## config.mk

```make
export PLATFORM = sky130hd
export DESIGN_NAME = multiturn_angle_speed_tracker
export DESIGN_NICKNAME = d
export VERILOG_FILES = /design/src/rtl/mst_pkg.sv /design/src/rtl/multiturn_angle_speed_tracker.sv
export SDC_FILE = /design/constraint.sdc
export NUM_CORES = 2
export LEC_CHECK = 0
export ABC_CLOCK_PERIOD_IN_PS = 7100
export BUFFER_PORTS_ARGS = -buffer_cell sky130_fd_sc_hd__clkbuf_2
export CAP_MARGIN = 10
export CORE_ASPECT_RATIO = 1.5
export CORE_UTILIZATION = 50
export CTS_BUF_LIST = sky130_fd_sc_hd__clkbuf_8
export DETAILED_ROUTE_END_ITERATION = 7
export GPL_TIMING_DRIVEN = 1
export PLACE_DENSITY = 0.67
export SLEW_MARGIN = 20
export SYNTH_ARGS = -nofsm -noshare
export SYNTH_HDL_FRONTEND = slang
export SYNTH_SLANG_ARGS = --single-unit
export TNS_END_PERCENT = 50
```

## constraint.sdc

```tcl
create_clock -name clk_i -period 7.1 [get_ports clk_i]
set_input_delay 0.71 -clock clk_i [delete_from_list [all_inputs] [get_ports clk_i]]
set_output_delay 0.71 -clock clk_i [all_outputs]
set_load 0.02 [all_outputs]
```

## src/rtl/mst_pkg.sv

```systemverilog
package mst_pkg;

  // Default parameter values
  localparam int ANGLE_BITS_DEF      = 12;
  localparam int SPEED_FRAC_BITS_DEF = 16;

  // Fixed field widths
  localparam int POS_W   = 32;
  localparam int SPEED_W = 44;
  localparam int RATE_W  = 16;
  localparam int GAIN_W  = 17;

  // Shared multiplier: signed MUL_A_W x signed MUL_B_W
  localparam int MUL_A_W = 24;
  localparam int MUL_B_W = 18;
  localparam int MUL_P_W = MUL_A_W + MUL_B_W;

  // Filter error x - speed, split in two halves for the multiplier
  localparam int DIFF_W  = SPEED_W + 1;
  localparam int D_LO_W  = 22;
  localparam int D_HI_W  = DIFF_W - D_LO_W;

  localparam int ACC_W      = 64;
  localparam int GAIN_SHIFT = 16;
  localparam int UPD_W      = ACC_W - GAIN_SHIFT;
  localparam int SUM_W      = UPD_W + 1;

  localparam logic signed [ACC_W-1:0] SPD_MAX    = ACC_W'((64'sd1 <<< (SPEED_W - 1)) - 64'sd1);
  localparam logic signed [ACC_W-1:0] SPD_MIN    = -SPD_MAX - 64'sd1;
  localparam logic signed [ACC_W-1:0] ROUND_HALF = ACC_W'(64'sd1 <<< (GAIN_SHIFT - 1));

  localparam logic [GAIN_W-1:0] GAIN_ONE   = GAIN_W'(65536);
  localparam logic [GAIN_W-1:0] GAIN_RESET = GAIN_W'(32768);
  localparam logic [RATE_W-1:0] RATE_RESET = RATE_W'(4000);

  // APB register map, one 32-bit word per register
  localparam int APB_ADDR_W = 4;
  localparam int APB_DATA_W = 32;

  typedef enum logic [1:0] {
    REG_ANGLE_OFFSET = 2'd0,
    REG_SAMPLE_RATE  = 2'd1,
    REG_FILTER_GAIN  = 2'd2
  } reg_idx_e;

endpackage

```

## src/rtl/multiturn_angle_speed_tracker.sv

```systemverilog
// Multi-turn angle and speed tracker. Each item is one raw angle sample; the
// block adds angle_offset (modulo 2^ANGLE_BITS), unwraps the step against the
// previous angle, accumulates a 32-bit wrapping position and low-pass filters
// step*sample_rate_hz into a signed 44-bit speed with SPEED_FRAC_BITS fraction
// bits (speed += gain*(x - speed), gain in 1/65536, rounded to nearest). The
// first sample after reset only seeds the angle and returns a zero step with
// primed low. Timing: a sample is accepted only while the sequencer is idle;
// a primed sample runs STEP, MULX, SATX, MULLO, MULHI, ACC, UPD, DONE before
// its result is registered, a first sample only STEP and DONE; the next sample
// waits for idle. One shared 24x18 signed multiplier is used three times per
// sample (step*rate, then the low and high halves of the filter error times
// gain), followed by separate accumulate and saturate steps. A finished result
// waits in the output register; the next sample can be taken meanwhile, and the
// block only holds in its last step if the previous result is still untaken.
// Registers (APB, 32-bit words): 0x0 angle_offset, 0x4 sample_rate_hz,
// 0x8 filter_gain (values above 65536 act as 65536).
module multiturn_angle_speed_tracker #(
  parameter int ANGLE_BITS      = mst_pkg::ANGLE_BITS_DEF,
  parameter int SPEED_FRAC_BITS = mst_pkg::SPEED_FRAC_BITS_DEF
) (
  input  logic                                   clk_i,
  input  logic                                   rst_ni,

  input  logic                                   psel,
  input  logic                                   penable,
  input  logic                                   pwrite,
  input  logic [mst_pkg::APB_ADDR_W-1:0]         paddr,
  input  logic [mst_pkg::APB_DATA_W-1:0]         pwdata,
  output logic [mst_pkg::APB_DATA_W-1:0]         prdata,
  output logic                                   pready,

  input  logic                                   in_valid_i,
  output logic                                   in_ready_o,
  input  logic [ANGLE_BITS-1:0]                  raw_angle_i,

  output logic                                   out_valid_o,
  input  logic                                   out_ready_i,
  output logic [ANGLE_BITS-1:0]                  rotor_angle_o,
  output logic signed [ANGLE_BITS:0]             angle_step_o,
  output logic signed [mst_pkg::POS_W-1:0]       position_o,
  output logic signed [mst_pkg::SPEED_W-1:0]     speed_o,
  output logic                                   primed_o
);

  localparam int MulAW  = mst_pkg::MUL_A_W;
  localparam int MulBW  = mst_pkg::MUL_B_W;
  localparam int MulPW  = mst_pkg::MUL_P_W;
  localparam int DiffW  = mst_pkg::DIFF_W;
  localparam int DLoW   = mst_pkg::D_LO_W;
  localparam int AccW   = mst_pkg::ACC_W;
  localparam int UpdW   = mst_pkg::UPD_W;
  localparam int SumW   = mst_pkg::SUM_W;
  localparam int SpeedW = mst_pkg::SPEED_W;
  localparam int PosW   = mst_pkg::POS_W;
  localparam int RateW  = mst_pkg::RATE_W;
  localparam int GainW  = mst_pkg::GAIN_W;
  localparam int DataW  = mst_pkg::APB_DATA_W;
  localparam int StepW  = ANGLE_BITS + 1;
  localparam int DiffAW = ANGLE_BITS + 2;

  localparam logic signed [DiffAW-1:0] AngHalf = DiffAW'(1) <<< (ANGLE_BITS - 1);
  localparam logic signed [DiffAW-1:0] AngFull = DiffAW'(1) <<< ANGLE_BITS;

  typedef enum logic [3:0] {
    S_IDLE,
    S_STEP,
    S_MULX,
    S_SATX,
    S_MULLO,
    S_MULHI,
    S_ACC,
    S_UPD,
    S_DONE
  } state_e;

  state_e                      state_q;

  logic [ANGLE_BITS-1:0]       angle_offset_q;
  logic [RateW-1:0]            sample_rate_q;
  logic [GainW-1:0]            filter_gain_q;

  logic                        has_prev_q;
  logic                        primed_q;
  logic [ANGLE_BITS-1:0]       angle_q;
  logic [ANGLE_BITS-1:0]       last_angle_q;
  logic signed [StepW-1:0]     step_q;
  logic signed [PosW-1:0]      pos_q;
  logic signed [SpeedW-1:0]    speed_q;
  logic signed [MulPW-1:0]     mul_q;
  logic signed [DiffW-1:0]     diff_q;
  logic signed [AccW-1:0]      acc_q;
  logic                        out_valid_q;

  logic signed [DiffAW-1:0]    raw_diff;
  logic signed [DiffAW-1:0]    unwrap;
  logic signed [StepW-1:0]     step_d;
  logic [GainW-1:0]            gain_sat;
  logic signed [MulAW-1:0]     mul_a;
  logic signed [MulBW-1:0]     mul_b;
  logic signed [MulPW-1:0]     mul_p;
  logic signed [AccW-1:0]      x_wide;
  logic signed [SpeedW-1:0]    x_sat;
  logic signed [DiffW-1:0]     diff_d;
  logic signed [AccW-1:0]      acc_d;
  logic signed [UpdW-1:0]      upd;
  logic signed [SumW-1:0]      spd_sum;
  logic signed [SpeedW-1:0]    speed_d;
  logic                        apb_wr;
  logic                        out_free;

  assign pready      = 1'b1;
  assign apb_wr      = psel & penable & pwrite;
  assign in_ready_o  = (state_q == S_IDLE);
  assign out_valid_o = out_valid_q;
  assign out_free    = ~out_valid_q | out_ready_i;

  always_comb begin
    prdata = '0;
    unique case (paddr[3:2])
      mst_pkg::REG_ANGLE_OFFSET: prdata = DataW'(angle_offset_q);
      mst_pkg::REG_SAMPLE_RATE:  prdata = DataW'(sample_rate_q);
      mst_pkg::REG_FILTER_GAIN:  prdata = DataW'(filter_gain_q);
      default:                   prdata = '0;
    endcase
  end

  // Unwrap into -half..+half; exactly -half and +half pass unchanged
  always_comb begin
    raw_diff = $signed({2'b00, angle_q}) - $signed({2'b00, last_angle_q});
    unwrap   = raw_diff;
    if (raw_diff > AngHalf) begin
      unwrap = raw_diff - AngFull;
    end else if (raw_diff < -AngHalf) begin
      unwrap = raw_diff + AngFull;
    end
    step_d = unwrap[StepW-1:0];
  end

  assign gain_sat = (filter_gain_q > mst_pkg::GAIN_ONE) ? mst_pkg::GAIN_ONE : filter_gain_q;

  // Shared multiplier operand select
  always_comb begin
    mul_a = '0;
    mul_b = '0;
    unique case (state_q)
      S_MULX: begin
        mul_a = MulAW'(step_q);
        mul_b = $signed(MulBW'(sample_rate_q));
      end
      S_MULLO: begin
        mul_a = $signed(MulAW'(diff_q[DLoW-1:0]));
        mul_b = $signed(MulBW'(gain_sat));
      end
      S_MULHI: begin
        mul_a = MulAW'($signed(diff_q[DiffW-1:DLoW]));
        mul_b = $signed(MulBW'(gain_sat));
      end
      default: begin
        mul_a = '0;
        mul_b = '0;
      end
    endcase
  end

  assign mul_p = MulPW'(mul_a) * MulPW'(mul_b);

  // Raw speed, saturated, and the filter error
  always_comb begin
    x_wide = AccW'(mul_q) <<< SPEED_FRAC_BITS;
    if (x_wide > mst_pkg::SPD_MAX) begin
      x_sat = SpeedW'(mst_pkg::SPD_MAX);
    end else if (x_wide < mst_pkg::SPD_MIN) begin
      x_sat = SpeedW'(mst_pkg::SPD_MIN);
    end else begin
      x_sat = x_wide[SpeedW-1:0];
    end
    diff_d = DiffW'(x_sat) - DiffW'(speed_q);
  end

  // Combine high partial product with low one (rounding already added)
  assign acc_d = acc_q + (AccW'(mul_q) <<< DLoW);

  always_comb begin
    upd     = acc_q[AccW-1:mst_pkg::GAIN_SHIFT];
    spd_sum = SumW'(speed_q) + SumW'(upd);
    if (SumW'(spd_sum) > SumW'(mst_pkg::SPD_MAX)) begin
      speed_d = SpeedW'(mst_pkg::SPD_MAX);
    end else if (spd_sum < SumW'(mst_pkg::SPD_MIN)) begin
      speed_d = SpeedW'(mst_pkg::SPD_MIN);
    end else begin
      speed_d = spd_sum[SpeedW-1:0];
    end
  end

  always_ff @(posedge clk_i or negedge rst_ni) begin
    if (!rst_ni) begin
      state_q        <= S_IDLE;
      angle_offset_q <= '0;
      sample_rate_q  <= mst_pkg::RATE_RESET;
      filter_gain_q  <= mst_pkg::GAIN_RESET;
      has_prev_q     <= 1'b0;
      primed_q       <= 1'b0;
      angle_q        <= '0;
      last_angle_q   <= '0;
      step_q         <= '0;
      pos_q          <= '0;
      speed_q        <= '0;
      mul_q          <= '0;
      diff_q         <= '0;
      acc_q          <= '0;
      out_valid_q    <= 1'b0;
      rotor_angle_o  <= '0;
      angle_step_o   <= '0;
      position_o     <= '0;
      speed_o        <= '0;
      primed_o       <= 1'b0;
    end else begin
      if (apb_wr) begin
        unique case (paddr[3:2])
          mst_pkg::REG_ANGLE_OFFSET: angle_offset_q <= pwdata[ANGLE_BITS-1:0];
          mst_pkg::REG_SAMPLE_RATE:  sample_rate_q  <= pwdata[RateW-1:0];
          mst_pkg::REG_FILTER_GAIN:  filter_gain_q  <= pwdata[GainW-1:0];
          default: ;
        endcase
      end

      // Drop the result once taken, unless the next one is loaded below
      if (out_valid_q && out_ready_i && (state_q != S_DONE)) begin
        out_valid_q <= 1'b0;
      end

      unique case (state_q)
        S_IDLE: begin
          if (in_valid_i) begin
            angle_q  <= raw_angle_i + angle_offset_q;
            primed_q <= has_prev_q;
            state_q  <= S_STEP;
          end
        end
        S_STEP: begin
          last_angle_q <= angle_q;
          if (has_prev_q) begin
            step_q  <= step_d;
            pos_q   <= pos_q + PosW'(step_d);
            state_q <= S_MULX;
          end else begin
            step_q     <= '0;
            has_prev_q <= 1'b1;
            state_q    <= S_DONE;
          end
        end
        S_MULX: begin
          mul_q   <= mul_p;
          state_q <= S_SATX;
        end
        S_SATX: begin
          diff_q  <= diff_d;
          state_q <= S_MULLO;
        end
        S_MULLO: begin
          mul_q   <= mul_p;
          state_q <= S_MULHI;
        end
        S_MULHI: begin
          acc_q   <= AccW'(mul_q) + mst_pkg::ROUND_HALF;
          mul_q   <= mul_p;
          state_q <= S_ACC;
        end
        S_ACC: begin
          acc_q   <= acc_d;
          state_q <= S_UPD;
        end
        S_UPD: begin
          speed_q <= speed_d;
          state_q <= S_DONE;
        end
        S_DONE: begin
          if (out_free) begin
            rotor_angle_o <= angle_q;
            angle_step_o  <= step_q;
            position_o    <= pos_q;
            speed_o       <= speed_q;
            primed_o      <= primed_q;
            out_valid_q   <= 1'b1;
            state_q       <= S_IDLE;
          end
        end
        default: state_q <= S_IDLE;
      endcase
    end
  end

endmodule
```

======== Word-level counts from Yosys, hierarchy flattened ========
Index checks and enable logic that the tools add are counted.
storage, ports and cells
  bits in registers ....................... 418
  bits in latches ......................... 0
  RAM bits ................................ 0
  bits in read-only memories .............. 0
  bits of input ports ..................... 55
  output and inout port bits .............. 137
  logic and storage cells ................. 87
  memories ................................ 0
operators by class
  $add $sub $neg .......................... 9
  multipliers ............................. 1
  divide/modulo/power cells ............... 0
  $lt $le $gt $ge ......................... 7
  equality and inequality tests ........... 13
  shifts and indexed selects .............. 0
  mux-type cells .......................... 19
  bitwise operators ....................... 4
  reductions and logical operators ........ 14
operators by type and width
  operator                number
  $mux 44                 4
  $pmux 64 s2             1
  $pmux 24 s3             1
  $add 64x64->64          1
  $gt 58x44->1 const B    1
  $lt 58x44->1 const B    1
  $pmux 17 s3             1
  $add 44x48->49          1
  $gt 49x44->1 const B    1
  $lt 49x44->1 const B    1
  $sub 44x44->45          1
  $add 42x17->43 const B  1
  $mul 24x18->42          1
  $mux 13                 3
  $pmux 4 s9              1
  $pmux 17 s2             1
  $add 32x13->32          1
  $gt 17x17->1 const B    1
  $mux 17                 1
  $eq 4x3->1 const B      4
  $reduce_and 2->1        7
  $add 13x13->13 const B  1
  $gt 13x13->1 const B    1
  $lt 13x12->1 const B    1
  other kinds (21)        29

======== Logic depth before layout (Yosys ltp) ========
  depth after elaboration ................. 5
  mapped depth ............................ 32
  mapped depth without buffers ............ 29

======== Least setup slack after synthesis ========
OpenSTA, ideal clock, no wires.
  path kind ............................... register -> register
  start point ............................. reg state_q[0]
  end point ............................... reg mul_q[40]
  setup time .............................. 125 ps
  arrival time ............................ 7717 ps
  data required time ...................... 6975 ps
  setup slack ............................. -741 ps
  cell stages (with the launch flop) ...... 31
  path buffers ............................ 4
  cell sequence ........................... dfrtp_1 clkbuf_1 inv_1 nand2_1 nor3_1 clkbuf_1 buf_1 a22oi_1 clkbuf_1 nor2_1 fa_1 inv_1 fa_1 inv_1 fa_1 fa_1 fa_1 inv_1 fa_1 inv_1 ha_1 a21oi_1 o21bai_1 a21oi_1 nor2_1 a21oi_1 o21ai_0 o311a_1 o21ai_0 xnor2_1 mux2_2
between the ends
  cells in the longest elaborated chain, start to end .. 4
  elaborated cells between the ends (all ways) .. 8
ends and longest elaborated chain
  item                              line                                                                        source
  start, declared                   multiturn_angle_speed_tracker.sv:76                                         state_e state_q;
  start signal, assigned            multiturn_angle_speed_tracker.sv:197                                        state_q <= S_IDLE;
  start signal, assigned            multiturn_angle_speed_tracker.sv:237                                        state_q <= S_STEP;
  start signal, assigned            multiturn_angle_speed_tracker.sv:245                                        state_q <= S_MULX;
  $eq 4x3->1                        multiturn_angle_speed_tracker.sv:145, multiturn_angle_speed_tracker.sv:232
  $reduce_or 2->1 (no source line)  -
  $pmux 17 s2                       multiturn_angle_speed_tracker.sv:145                                        unique case (state_q)
  $mul 24x18->42                    multiturn_angle_speed_tracker.sv:165                                        assign mul_p = MulPW'(mul_a) * MulPW'(mul_b);
  end signal, assigned              multiturn_angle_speed_tracker.sv:253                                        mul_q <= mul_p;
  end signal, assigned              multiturn_angle_speed_tracker.sv:261                                        mul_q <= mul_p;
  end signal, assigned              multiturn_angle_speed_tracker.sv:266                                        mul_q <= mul_p;
  end, declared                     multiturn_angle_speed_tracker.sv:89                                         logic signed [MulPW-1:0] mul_q;
Several ways; a longest one is shown, not always the timed one.
A chain may end at the register's enable or synchronous reset.

======== Worst setup path after layout ========
  start point ............................. reg state_q[2]
  end point ............................... reg mul_q[29]
Same word-level chain as after synthesis.

==> flow_metrics.py <==
metrics = {
    "logic_synthesis": {
        "netlist.area_leader.share_pct": 24.4,
        "ys_seq_elements": 402,
        "post-synth-top-area-cell": "dfrtp_1",
        "synth.distinct_cells": 89,
        "seq_area_frac_synth_pct": 24.9,
        "post_synth_main_area_contributors": "dfrtp_1 (24%), fa_1 (20%), ha_1 (8.9%)",
        "asyncSetResetFlopFracSynth_pct": 100,
        "synth-main-ff-cell": "dfrtp_1",
        "synth_area_per_cell_um2": 8.83,
        "yosys.cell_count.top_type": "inv_1",
        "synth.cells.most_frequent": "inv_1 (595), nand2_1 (587), fa_1 (396), dfrtp_1 (395), nor2_1 (357)",
        "post_synth_instance_area_um2": 40500,
        "post_synth_inst_count": 4585,
        "synth_warn": 0,
        "synth_edf_count": 0,
    },
    "worst_setup_path": {
        "worst_setup_path_startpoint": "state_q[2]",
        "worstSetupEndpointType": "flip-flop",
        "critPathRequiredTime_ns": 7.62,
        "worst-path-max-fanout": 9,
        "ff2ff_setup_slack_ns": -0.24,
        "worstPathArrival_ns": 7.87,
        "cp_num_buf_inv": 9,
        "path_delay_family": "adder cells",
        "r2r_end": "mul_q[29]",
        "critPathSlowestCell": "fa_1",
        "worstSetupPathType": "reg2reg",
        "crit_path_frequent_cell": "fa_1",
        "timing.rr.start": "state_q[2]",
        "setup.worst_path.start_class": "flip-flop",
        "ff2ff_path_depth": 31,
        "worst_path_largest_cell_delay_ns": 0.58,
    },
    "timing": {
        "setup_total_negative_slack_ns": -1.24,
        "clock_skew_ns": 0.0634,
        "min_period_over_period_pct": 103,
        "grt_setup_unrepaired": "true",
        "setup-violations-final": 10,
        "slew_viol_final": 0,
        "worst_pin_slew_ns": 1.03,
        "maxClockFrequency_mhz": 136,
        "finalCriticalPeriod_ns": 7.34,
        "finalWorstSetupSlack_ns": -0.244,
        "maxSlewHeadroom_pct": 30.8,
        "report.final.hold_viol_count": 0,
    },
    "floorplanning": {
        "fp.dieW_um": 234,
        "number_of_placement_rows": 127,
        "core_region_area_um2": 80100,
        "ios": 192,
        "die_area_um2": 82100,
        "start_util_pct": 50.5,
        "die_h_um": 350,
    },
    "cts": {
        "number_of_buffers_created_by_cts": 68,
        "cts_sinks": 402,
        "clk_pin_slew_worst_paths_ns": 0.06,
        "clk_latency_ns": 0.69,
        "cts-root-buf": "clkbuf_8",
        "cts_hold_buf": 0,
        "tritoncts_clock_tree": "done",
        "cts_max_path_buffers": 3,
        "htreeDepth": 3,
    },
    "final_layout": {
        "filler_cell_count": 6975,
        "layout-drive-gt1-share_pct": 20.2,
        "areaGrowthSynthToFinish_pct": 18.6,
        "stdcell_area_um2": 48000,
        "finish.net_count": 5790,
        "stdcell_count": 6137,
    },
    "pwr": {
        "power.leakage_nw": 23.8,
        "totalPowerFinal_mw": 26.3,
        "power_per_cell_area_nw_per_um2": 548,
        "vdd_drop_max_uv": 330,
    },
    "routing": {
        "drtIter0Drc": 1892,
        "drt-wirelength-per-cell_um": 20.2,
        "route.final.wire_length_um": 124000,
        "first_pass_iters": 7,
        "postRouteAntennaNets": 0,
        "route.detailed.vias_per_inst": 5.66,
        "drc": 0,
        "detailroute.via_count": 34700,
    },
    "global_routing": {
        "globalRoute.totalOverflow": 0,
        "pin_count_of_the_biggest_net_entering_global_routing": 150,
        "grt_antenna_before_repair": 2,
        "global_route_wire_length_before_repair_um": 193000,
        "grt.total_usage_pct": 30.6,
        "vias_in_the_first_global_route": 35600,
    },
    "placed_design": {
        "hpwlAfterDp_um": 99400,
        "placement.setup.worst_slack_ns": -0.486,
        "numPortBuffers": 158,
        "detailed_place.area_um2": 45200,
        "finalWeightedCongestion": 0.990,
        "dp.cells": 5956,
    },
    "worst_hold_path": {
        "worst_min_path_class": "in2async",
    },
    "outcome": {
        "run_status": "finished, violations left",
        "violations": "negative setup slack",
    },
    "run": {
        "cap_viol_max_count": 0,
    },
}
-- how the worst max path moves through the flow --
stage	to	slack (ns)	cells after the start
detailed placement	mul_q[40]	-0.49	27
global placement	mul_q[40]	-0.46	27
CTS	mul_q[39]	-0.18	34
finish	mul_q[29]	-0.24	31
global route	mul_q[40]	-0.48	31
floorplan	mul_q[29]	0.02	30
-- report_power, final --
part           internal (mW)  total [mW]  switching, mW
Sequential              3.29        4.30           1.02
Clock                   1.17        2.22           1.05
Combinational           8.30        19.8           11.5
-- state kept, by name, summed over array words and instances, names as in the netlist, 4 cells and up --
name / count
state_q: 4
speed_o: 44
speed_q: 44
pos_q: 32
mul_q: 42
acc_q: 48
position_o: 32
filter_gain_q: 17
angle_q: 12
rotor_angle_o: 12
sample_rate_q: 16
diff_q: 45
last_angle_q: 12
step_q: 13
angle_step_o: 13
angle_offset_q: 12
-- cell usage in the layout, fill, tap and decap left out, types with 16 or more instances in the layout --
master / instances
inv_2: 16
o21bai_1: 32
mux2_2: 114
nor2b_1: 30
ha_1: 275
xor2_1: 92
a211oi_1: 18
o211ai_1: 23
buf_4: 371
xnor2_1: 127
nand3_1: 46
nor3_1: 33
nand2_1: 578
clkbuf_8: 84
a21o_1: 109
nand4_1: 31
a31oi_1: 24
clkbuf_2: 157
a21oi_1: 230
nor2_1: 312
o21ai_0: 313
buf_12: 40
a221o_1: 17
o31ai_1: 18
a22oi_1: 48
and3_1: 17
a22o_1: 25
conb_1: 16
nand2b_1: 36
inv_1: 594
o21ai_1: 22
fa_1: 385
nor2_2: 33
dfrtp_1: 394
buf_6: 17
o21a_1: 60
-- layer usage --
metal  part of all wire, %  GRT usage, %
met5                     0             0
met4                   8.1          22.0
met3                   4.0          3.15
met2                    51          54.0
met1                    37          34.1
-- timing repair --
item                       in CTS  in global routing
setup buffers                  44                  8
setup endpoints to repair      20                 23
pin swaps                      87                 56
gates cloned                    2                  1
gates resized for setup       123                 85
-- per-stage QoR --
| stage | util (%) | hold slack (ns) |
|---|---|---|
| floorplan | - | 0.414 |
| global placement | 56.4 | 0.463 |
| detailed placement | 56.4 | 0.470 |
| CTS | 59.4 | 0.0552 |
| global route | 59.9 | 0.122 |
| finish | 59.9 | 0.0750 |
-- cells by family (layout without fill, tap and decap cells) --
group           Yosys count  count (layout)  synth area share, %
compound gates         1097            1097                 17.2
flops                   402             402                 24.9
mux                     128             128                 3.52
xor+xnor                219             219                 4.74
other cells               2              17               0.0186
buf+inv                 805            1310                 7.69
fa+ha+maj               685             685                 28.5
simple gates           1247            1247                 13.4
-- final cells by class --
| class | count | area [um2] | area share [%] |
|---|---|---|---|
| antenna | 1 | 2.50 | 0.00522 |
| inverter | 595 | 2240 | 4.66 |
| clock inverter | 40 | 283 | 0.589 |
| sequential | 402 | 10100 | 21.0 |
| timing repair buffer | 591 | 4710 | 9.81 |
| tap | 1032 | 1290 | 2.69 |
| multi-input combinational | 3392 | 28200 | 58.8 |
| clock buffer | 84 | 1160 | 2.41 |
-- worst reg2reg max path, delay by kind of cell, from the launching register on --
kind,cells,cell delay (ns)
buffers and inverters,9,0.93
xor gates and xnor gates,1,0.17
DFF,1,0.38
and+or+nand+nor,5,0.86
adders and majority gates,7,3.40
AOI/OAI and AO/OA,9,1.45
No activity file was read; power rests on OpenSTA's default activity.
